`src/sha_pkg.sv`:
```
// Package with shared SHA-256 types, constants and the round constant table.
package sha_pkg;

  localparam int unsigned WordW = 32;
  localparam int unsigned CntW  = 61;

  typedef logic [WordW-1:0] word_t;

  // Control from the sequencer to the compression core.
  typedef struct packed {
    logic start;   // Begin one 64-round compression of the block buffer.
    logic init;    // Load the initial chaining value.
  } core_ctl_t;

  localparam word_t PadByteWord = 32'h0000_0080;

  function automatic word_t init_h(input logic [2:0] i);
    word_t r;
    case (i)
      3'd0: r = 32'h6a09e667;
      3'd1: r = 32'hbb67ae85;
      3'd2: r = 32'h3c6ef372;
      3'd3: r = 32'ha54ff53a;
      3'd4: r = 32'h510e527f;
      3'd5: r = 32'h9b05688c;
      3'd6: r = 32'h1f83d9ab;
      default: r = 32'h5be0cd19;
    endcase
    return r;
  endfunction

  function automatic word_t round_k(input logic [5:0] i);
    word_t r;
    case (i)
      6'd0:  r = 32'h428a2f98; 6'd1:  r = 32'h71374491;
      6'd2:  r = 32'hb5c0fbcf; 6'd3:  r = 32'he9b5dba5;
      6'd4:  r = 32'h3956c25b; 6'd5:  r = 32'h59f111f1;
      6'd6:  r = 32'h923f82a4; 6'd7:  r = 32'hab1c5ed5;
      6'd8:  r = 32'hd807aa98; 6'd9:  r = 32'h12835b01;
      6'd10: r = 32'h243185be; 6'd11: r = 32'h550c7dc3;
      6'd12: r = 32'h72be5d74; 6'd13: r = 32'h80deb1fe;
      6'd14: r = 32'h9bdc06a7; 6'd15: r = 32'hc19bf174;
      6'd16: r = 32'he49b69c1; 6'd17: r = 32'hefbe4786;
      6'd18: r = 32'h0fc19dc6; 6'd19: r = 32'h240ca1cc;
      6'd20: r = 32'h2de92c6f; 6'd21: r = 32'h4a7484aa;
      6'd22: r = 32'h5cb0a9dc; 6'd23: r = 32'h76f988da;
      6'd24: r = 32'h983e5152; 6'd25: r = 32'ha831c66d;
      6'd26: r = 32'hb00327c8; 6'd27: r = 32'hbf597fc7;
      6'd28: r = 32'hc6e00bf3; 6'd29: r = 32'hd5a79147;
      6'd30: r = 32'h06ca6351; 6'd31: r = 32'h14292967;
      6'd32: r = 32'h27b70a85; 6'd33: r = 32'h2e1b2138;
      6'd34: r = 32'h4d2c6dfc; 6'd35: r = 32'h53380d13;
      6'd36: r = 32'h650a7354; 6'd37: r = 32'h766a0abb;
      6'd38: r = 32'h81c2c92e; 6'd39: r = 32'h92722c85;
      6'd40: r = 32'ha2bfe8a1; 6'd41: r = 32'ha81a664b;
      6'd42: r = 32'hc24b8b70; 6'd43: r = 32'hc76c51a3;
      6'd44: r = 32'hd192e819; 6'd45: r = 32'hd6990624;
      6'd46: r = 32'hf40e3585; 6'd47: r = 32'h106aa070;
      6'd48: r = 32'h19a4c116; 6'd49: r = 32'h1e376c08;
      6'd50: r = 32'h2748774c; 6'd51: r = 32'h34b0bcb5;
      6'd52: r = 32'h391c0cb3; 6'd53: r = 32'h4ed8aa4a;
      6'd54: r = 32'h5b9cca4f; 6'd55: r = 32'h682e6ff3;
      6'd56: r = 32'h748f82ee; 6'd57: r = 32'h78a5636f;
      6'd58: r = 32'h84c87814; 6'd59: r = 32'h8cc70208;
      6'd60: r = 32'h90befffa; 6'd61: r = 32'ha4506ceb;
      6'd62: r = 32'hbef9a3f7; default: r = 32'hc67178f2;
    endcase
    return r;
  endfunction

  function automatic word_t rotr(input word_t x, input int unsigned n);
    return (x >> n) | (x << (WordW - n));
  endfunction

endpackage

```
`src/sha256_hash_engine_top.sv`:
```
// Top level of the SHA-256 engine: byte packing, padding sequencer and digest output.
//
//   channel | direction | handshake          | payload
//   in_     | input     | in_valid/in_stall   | msg_byte, has_byte, end_of_message
//   out_    | output    | out_valid/out_stall | digest_word, word_number, last_word
//
// A byte that does not complete a block leaves the engine idle and ready for the next byte.
// The 64th byte of a block holds the input while the core runs its 64 rounds.
// End of message holds the input while one or two padding blocks are written and compressed,
// then while the eight digest words go out, including any time spent in out_stall.
// rst_n is synchronous; it restores the initial hash words and a zero byte count.
module sha256_hash_engine_top
  import sha_pkg::*;
(
  input  logic        clk,
  input  logic        rst_n,
  input  logic        in_valid,
  output logic        in_stall,
  input  logic [7:0]  in_msg_byte,
  input  logic        in_has_byte,
  input  logic        in_end_of_message,
  output logic        out_valid,
  input  logic        out_stall,
  output logic [31:0] out_digest_word,
  output logic [2:0]  out_word_number,
  output logic        out_last_word
);

  typedef enum logic [1:0] {S_IDLE, S_COMP, S_PAD, S_OUT} state_t;

  state_t          st_r;
  logic [CntW-1:0] cnt_r;
  word_t           wacc_r;
  logic            end_pend_r;
  logic            pad_act_r;
  logic            len_blk_r;
  logic [3:0]      pad_idx_r;
  logic [2:0]      out_k_r;
  logic            out_valid_r;
  word_t           out_word_r;
  logic [2:0]      out_num_r;
  logic            out_last_r;

  core_ctl_t  ctl;
  logic       wr_en;
  logic [3:0] wr_addr;
  word_t      wr_data;
  logic [3:0] rd_addr;
  word_t      rd_data;
  logic       core_done;
  word_t      chain_word;

  logic       in_xfer;
  logic [5:0] pos;
  logic [4:0] sh;
  word_t      byte_word;
  word_t      pad_word;
  logic [63:0] bit_len;
  logic       out_load;

  assign in_stall = (st_r != S_IDLE);
  assign in_xfer  = in_valid && !in_stall;
  assign pos      = cnt_r[5:0];
  assign sh       = {~pos[1:0], 3'b000};
  assign bit_len  = {cnt_r, 3'b000};
  assign out_load = !out_valid_r || !out_stall;

  always_comb begin
    byte_word = ((pos[1:0] == 2'd0) ? '0 : wacc_r) | (word_t'(in_msg_byte) << sh);
    pad_word  = ((pos[1:0] == 2'd0) ? '0 : wacc_r) | (PadByteWord << sh);
  end

  always_comb begin
    wr_en   = 1'b0;
    wr_addr = pos[5:2];
    wr_data = byte_word;
    ctl     = '0;
    case (st_r)
      S_IDLE: begin
        wr_en     = in_xfer && in_has_byte && (pos[1:0] == 2'd3);
        ctl.start = in_xfer && in_has_byte && (pos == 6'd63);
      end
      S_PAD: begin
        wr_en   = 1'b1;
        wr_addr = pad_idx_r;
        if (!len_blk_r || pad_act_r) begin
          wr_data = '0;
        end
        // The word that holds the marker byte appears only in the first padding block.
        if (pad_idx_r == pos[5:2] && pad_act_r) begin
          wr_data = pad_word;
        end else if (len_blk_r && pad_idx_r == 4'd14) begin
          wr_data = bit_len[63:32];
        end else if (len_blk_r && pad_idx_r == 4'd15) begin
          wr_data = bit_len[31:0];
        end else begin
          wr_data = '0;
        end
        ctl.start = (pad_idx_r == 4'd15);
      end
      S_OUT: begin
        ctl.init = out_load && (out_k_r == 3'd7);
      end
      default: ;
    endcase
  end

  always_ff @(posedge clk) begin
    if (!rst_n) begin
      st_r        <= S_IDLE;
      cnt_r       <= '0;
      end_pend_r  <= 1'b0;
      pad_act_r   <= 1'b0;
      len_blk_r   <= 1'b0;
      pad_idx_r   <= '0;
      out_k_r     <= '0;
      out_valid_r <= 1'b0;
    end else begin
      if (out_load) begin
        out_valid_r <= (st_r == S_OUT);
      end
      case (st_r)
        S_IDLE: begin
          if (in_xfer) begin
            end_pend_r <= in_end_of_message;
            if (in_has_byte) begin
              wacc_r <= byte_word;
              cnt_r  <= cnt_r + CntW'(1);
            end
            if (in_has_byte && pos == 6'd63) begin
              st_r <= S_COMP;
            end else if (in_end_of_message) begin
              st_r <= S_PAD;
            end
            // The padding start is taken from the count after this byte.
            pad_act_r <= 1'b1;
            pad_idx_r <= in_has_byte ? (pos[1:0] == 2'd3 ? pos[5:2] + 4'd1 : pos[5:2])
                                     : pos[5:2];
            len_blk_r <= ((in_has_byte ? 6'(pos + 6'd1) : pos) < 6'd56)
                      && !(in_has_byte && pos == 6'd63);
          end
        end
        S_PAD: begin
          pad_idx_r <= pad_idx_r + 4'd1;
          if (pad_idx_r == 4'd15) begin
            st_r <= S_COMP;
          end
        end
        S_COMP: begin
          if (core_done) begin
            if (!end_pend_r) begin
              st_r <= S_IDLE;
            end else if (pad_act_r && pad_idx_r == 4'd0 && cnt_r[5:0] == 6'd0
                         && !len_blk_r && 1'b0) begin
              st_r <= S_IDLE;
            end else if (len_blk_r && !pad_act_r) begin
              st_r    <= S_OUT;
              out_k_r <= '0;
            end else if (!pad_act_r) begin
              st_r <= S_OUT;
            end else if (cnt_r[5:0] == 6'd0 && pad_idx_r == 4'd0 && !len_blk_r) begin
              // A full data block closed the message; marker and length share the next block.
              len_blk_r <= 1'b1;
              st_r      <= S_PAD;
            end else if (len_blk_r) begin
              pad_act_r <= 1'b0;
              st_r      <= S_OUT;
              out_k_r   <= '0;
            end else begin
              // Marker and zero fill are done; the length goes in a block of its own.
              pad_act_r <= 1'b0;
              len_blk_r <= 1'b1;
              pad_idx_r <= '0;
              st_r      <= S_PAD;
            end
          end
        end
        S_OUT: begin
          if (out_load) begin
            out_word_r  <= chain_word;
            out_num_r   <= out_k_r;
            out_last_r  <= (out_k_r == 3'd7);
            out_k_r     <= out_k_r + 3'd1;
            if (out_k_r == 3'd7) begin
              cnt_r      <= '0;
              end_pend_r <= 1'b0;
              st_r       <= S_IDLE;
            end
          end
        end
        default: st_r <= S_IDLE;
      endcase
    end
  end

  assign out_valid       = out_valid_r;
  assign out_digest_word = out_word_r;
  assign out_word_number = out_num_r;
  assign out_last_word   = out_last_r;

  sha_blkbuf u_blkbuf (
    .clk     (clk),
    .wr_en   (wr_en),
    .wr_addr (wr_addr),
    .wr_data (wr_data),
    .rd_addr (rd_addr),
    .rd_data (rd_data)
  );

  sha_core u_core (
    .clk        (clk),
    .rst_n      (rst_n),
    .ctl        (ctl),
    .rd_addr    (rd_addr),
    .rd_data    (rd_data),
    .done       (core_done),
    .sel        (out_k_r),
    .chain_word (chain_word)
  );

endmodule

```
`src/sha_blkbuf.sv`:
```
// Sixteen-word message block buffer with one write port and a registered read port.
module sha_blkbuf
  import sha_pkg::*;
(
  input  logic       clk,
  input  logic       wr_en,
  input  logic [3:0] wr_addr,
  input  word_t      wr_data,
  input  logic [3:0] rd_addr,
  output word_t      rd_data
);

  word_t mem [16];
  word_t rd_data_r;

  always_ff @(posedge clk) begin
    if (wr_en) begin
      mem[wr_addr] <= wr_data;
    end
    rd_data_r <= mem[rd_addr];
  end

  assign rd_data = rd_data_r;

endmodule

```
`src/sha_core.sv`:
```
// SHA-256 compression core: one round per cycle, schedule window and chaining value.
module sha_core
  import sha_pkg::*;
(
  input  logic       clk,
  input  logic       rst_n,
  input  core_ctl_t  ctl,
  output logic [3:0] rd_addr,
  input  word_t      rd_data,
  output logic       done,
  input  logic [2:0] sel,
  output word_t      chain_word
);

  typedef enum logic [1:0] {S_IDLE, S_LOAD, S_RUN, S_FIN} state_t;

  state_t     st_r;
  logic [5:0] t_r;
  word_t      v_r     [8];
  word_t      chain_r [8];
  word_t      w_r     [16];

  word_t wt, w_calc, s0, s1, t1, t2, e, a;

  always_comb begin
    s0     = rotr(w_r[1], 7) ^ rotr(w_r[1], 18) ^ (w_r[1] >> 3);
    s1     = rotr(w_r[14], 17) ^ rotr(w_r[14], 19) ^ (w_r[14] >> 10);
    w_calc = s1 + w_r[9] + s0 + w_r[0];
    // The first sixteen rounds take their word straight from the block buffer.
    wt     = (t_r[5:4] == 2'b00) ? rd_data : w_calc;
    e      = v_r[4];
    a      = v_r[0];
    t1     = v_r[7] + (rotr(e, 6) ^ rotr(e, 11) ^ rotr(e, 25))
           + ((e & v_r[5]) ^ (~e & v_r[6])) + round_k(t_r) + wt;
    t2     = (rotr(a, 2) ^ rotr(a, 13) ^ rotr(a, 22))
           + ((a & v_r[1]) ^ (a & v_r[2]) ^ (v_r[1] & v_r[2]));
  end

  assign rd_addr    = (st_r == S_LOAD) ? 4'd0 : (t_r[3:0] + 4'd1);
  assign done       = (st_r == S_FIN);
  assign chain_word = chain_r[sel];

  always_ff @(posedge clk) begin
    if (!rst_n) begin
      st_r <= S_IDLE;
      t_r  <= '0;
      for (int i = 0; i < 8; i++) begin
        chain_r[i] <= init_h(3'(i));
      end
    end else begin
      case (st_r)
        S_IDLE: begin
          if (ctl.start) begin
            for (int i = 0; i < 8; i++) begin
              v_r[i] <= chain_r[i];
            end
            st_r <= S_LOAD;
          end
          if (ctl.init) begin
            for (int i = 0; i < 8; i++) begin
              chain_r[i] <= init_h(3'(i));
            end
          end
        end
        S_LOAD: begin
          t_r  <= '0;
          st_r <= S_RUN;
        end
        S_RUN: begin
          for (int i = 0; i < 15; i++) begin
            w_r[i] <= w_r[i+1];
          end
          w_r[15] <= wt;
          v_r[7] <= v_r[6];
          v_r[6] <= v_r[5];
          v_r[5] <= v_r[4];
          v_r[4] <= v_r[3] + t1;
          v_r[3] <= v_r[2];
          v_r[2] <= v_r[1];
          v_r[1] <= v_r[0];
          v_r[0] <= t1 + t2;
          t_r    <= t_r + 6'd1;
          if (t_r == 6'd63) begin
            st_r <= S_FIN;
          end
        end
        S_FIN: begin
          for (int i = 0; i < 8; i++) begin
            chain_r[i] <= chain_r[i] + v_r[i];
          end
          st_r <= S_IDLE;
        end
        default: st_r <= S_IDLE;
      endcase
    end
  end

endmodule

```
`config.mk`:
```
export PLATFORM = sky130hd
export DESIGN_NAME = sha256_hash_engine_top
export DESIGN_NICKNAME = d
export VERILOG_FILES = /design/src/sha_pkg.sv /design/src/sha256_hash_engine_top.sv /design/src/sha_blkbuf.sv /design/src/sha_core.sv
export SDC_FILE = /design/constraint.sdc
export NUM_CORES = 2
export LEC_CHECK = 0
export CAP_MARGIN = 10
export CORE_AREA = 2 2 563 565
export DETAILED_ROUTE_END_ITERATION = 7
export DIE_AREA = 0 0 565 567
export DONT_BUFFER_PORTS = 1
export PLACE_DENSITY_LB_ADDON = 0.3
export SYNTH_ARGS = -nofsm -noshare
export SYNTH_HDL_FRONTEND = slang
export SYNTH_HIERARCHICAL = 1
export SYNTH_SLANG_ARGS = --single-unit
```
`constraint.sdc`:
```
create_clock -name clk -period 47.2 [get_ports clk]
set_input_delay 7.08 -clock clk [delete_from_list [all_inputs] [get_ports clk]]
set_output_delay 7.08 -clock clk [all_outputs]
set_load 0.02 [all_outputs]
```
==> run summary <==
Relative slew slack: 0.146
Root buf cell: clkbuf_16
Post-Place Cells: 11900
Die Ht: 567 µm
Initial antenna violation count: 9
Antenna Nets Post-Route: 0
H-tree depth: 4
YS warnings: 6
First-pass GRT wire length: 424000 µm
Complex-gate fraction of the synthesized area: 0.115
Cts repair resizes: 0
Pint: 2.84 mW
Top Family by Delay on Critical Path: compound AO/OA/AOI/OAI gates
Worst-skew pair later-pin latency: 0.90 ns
Total setup buffers inserted after CTS: 0
Mapped Area: 94000 µm²
Reg2reg setup slack: 35.84 ns
Vias per cell: 5.19
Worst Tran Pin Value: 1.27 ns
Post-synthesis simple-gate area fraction: 0.102
Rows: 206
CTS clk-pin slew, worst paths: 0.06 ns
Highest-delay cell along the critical path: o21ai_0
Crit Path Class: flip-flop to flip-flop
Post-Syn Area per Cell: 11.8 µm²
RSZ-0062 raised after global routing: no
Worst slack at placement: 35.53 ns
Peak Freq: 88.0 MHz
Post-synth top area share: 0.502
Worst Path Required: 47.78 ns
Fill cells: 31200
Top post-synthesis cells by count: edfxtp_1 (1572), nand2_1 (1105), inv_1 (469)
Crit end category: flip-flop
Hold Slack: 0.388 ns
CTS tree: done
Count leader, synth: edfxtp_1
Non-Filler Instances: 12200
Number of buffers created by CTS: 196
Vias in the first global route: 61900
Final setup TNS: 0 ns
Leakage: 38.0 nW
Post-route cell area: 106000 µm²
Syn Inst Count: 7936
VDD IR max: 38.6 µV
Final Hold Viols: 0
GR Overflow Total: 0
Slew Limit Fails: 0
I/O Pins: 52
Sw Ratio: 0.257
Final setup fails: 0
CORE AREA: 314000 µm²
GP Congestion: 0.932
Worst path bufs/invs: 6
Met2 Use GR: 0.277
Crit path from: u_core/w_r[0][41]
Power Dens Cells: 36.1 nW/µm²
Met1 Use GR: 0.255
WL/cell: 23.7 µm
Final worst-path cycle share: 0.241
Period minus WS final: 11.36 ns
Share of cells above drive strength 1: 0.0978
Gate power share: 0.113
Psw: 0.984 mW
Critical Path Start Type: flip-flop
DRT Pass-1 Iters: 8
Synthesized net count: 8552
Post-synth ARST share: 0
Final Net Count: 8517
Final worst-path setup slack: 35.84 ns
Area grow syn2layout: 12.5%
Grt peak-use layer: met2
# hold bufs at CTS: 0
Post-synthesis mux area share: 0.0573
Final wirelength: 290000 µm
Placed inst area: 99100 µm²
Util after Layout: 0.337
GRT Util Overall: 0.178
Xor/xnor share of the synthesized area: 0.0549
Biggest area consumer among synthesized cells: edfxtp_1
GR Util met3: 0.0268
Drc violations: 0
Outcome: completed
Crit path DAT: 11.94 ns
Hpwl dp: 203000 µm
Vias post-DR: 63500
Top cells by area, synth: edfxtp_1 (50%), ha_1 (5.4%), mux4_2 (4.6%)
Number of synthesized flops with an enable pin: 1572
CP max FO: 4
Critical R2R Launch: u_core/w_r[0][41]
Hold WC Path Type: flip-flop to flip-flop
Clock Skew: 0.102 ns
FF+latch count, synth: 1750
Slowest Stage Delay on Critical Path: 0.53 ns
Max Cap Viol: 0
Die ar.: 320000 µm²
Synth Area in Adders: 0.0962
Total power: 3.82 mW
Largest net degree at the start of global routing: 192
Die width: 565 µm
Starting Density: 0.300
CTS sink count: 1750
DRT iter0 DRCs: 6514
Largest family of logic cells by synthesized area: compound AO/OA/AOI/OAI gates
PortBufs: 0
Distinct cells, synth: 100
Max clock buf depth: 3
Main synth FF type: edfxtp_1
Sequential cell area fraction in the yosys report: 0.540
Clock power share: 0.410
Hold_sp: u_core/w_r[1][156]
Seq pwr share: 0.477
-- power by group through the flow --
stage / Clock, mW / Combinational (mW) / Sequential [mW]
CTS: 1.61 / 0.422 / 1.83
detailed placement: 0 / 0.420 / 1.86
finish: 1.57 / 0.432 / 1.83
global route: 1.67 / 0.475 / 1.83
global placement: 0 / 0.405 / 1.86
floorplan: 0 / 0.281 / 1.85
-- worst reg2reg max path, delay by kind of cell (launching register included) --
| family | cells | cell delay [ns] |
|---|---|---|
| compound gates | 19 | 4.57 |
| xor+xnor | 5 | 0.90 |
| fa+ha+maj | 9 | 3.92 |
| buf+inv | 6 | 0.35 |
| flops | 1 | 0.48 |
| simple gates | 6 | 0.89 |
-- cells in the final DEF (no fill, tap or decap), types with 34 or more instances in the layout --
master	synthesis	routed
a211oi_1	43	43
a21o_1	212	212
a21oi_1	439	439
a22oi_1	75	75
a31oi_1	74	63
and3_1	42	41
buf_4	9	130
clkbuf_1	310	50
clkbuf_16	0	199
clkinv_2	0	38
dfxtp_1	178	175
edfxtp_1	1572	1572
fa_1	195	195
ha_1	407	405
inv_1	469	464
mux2_2	68	68
mux4_2	192	192
nand2_1	1105	1102
nand2b_1	73	73
nand3_1	115	114
nand4_1	47	47
nor2_1	412	394
nor2b_1	60	57
nor3_1	92	87
o211ai_1	34	34
o21a_1	71	70
o21ai_0	422	421
o21bai_1	40	40
o31ai_1	50	49
or3_1	66	66
or4_1	39	39
xnor2_1	398	398
xor2_1	192	192
-- flip-flops by register name (all words and copies together) (netlist names), 3 cells and up, named ones only --
name / count
cnt_r: 61
out_digest_word: 32
out_k_r: 3
out_word_number: 3
pad_idx_r: 4
u_blkbuf/mem: 512
u_blkbuf/rd_data: 32
u_core/chain_r: 256
u_core/t_r: 6
u_core/v_r: 256
u_core/w_r: 512
wacc_r: 32
-- layout make-up --
cell class	count	area [µm²]	share of cell area
antenna	7	17.5	0.000166
clock buffer	256	5260	0.0497
clock inverter	111	1410	0.0133
inverter	473	1790	0.0169
multi-input combinational	5345	40300	0.381
sequential	1750	50800	0.480
tap	4160	5200	0.0492
timing repair buffer	135	1030	0.00971
-- worst paths after layout --
path | endpoint | cells past startpoint
worst max-delay path | u_core/v_r[0][31] | 45
worst min-delay path | u_core/w_r[1][124] | 0
worst max register to register | u_core/v_r[0][31] | 45
worst min register to register | u_core/w_r[1][124] | 0
-- cell families after synthesis --
kind of cell	count (synthesis)
compound gates	1705
buf+inv	841
simple gates	2153
xor+xnor	590
flops	1750
fa+ha+maj	607
mux	290
-- metal layers --
metal,part of all wire,wire [µm],vias to the layer above
li1,-,-,28900
met1,0.46,133000,32200
met2,0.45,132000,2114
met3,0.064,18400,342
met4,0.025,7340,2
met5,0.00035,102,-
Note: power is estimated with default switching activity, not from simulation.
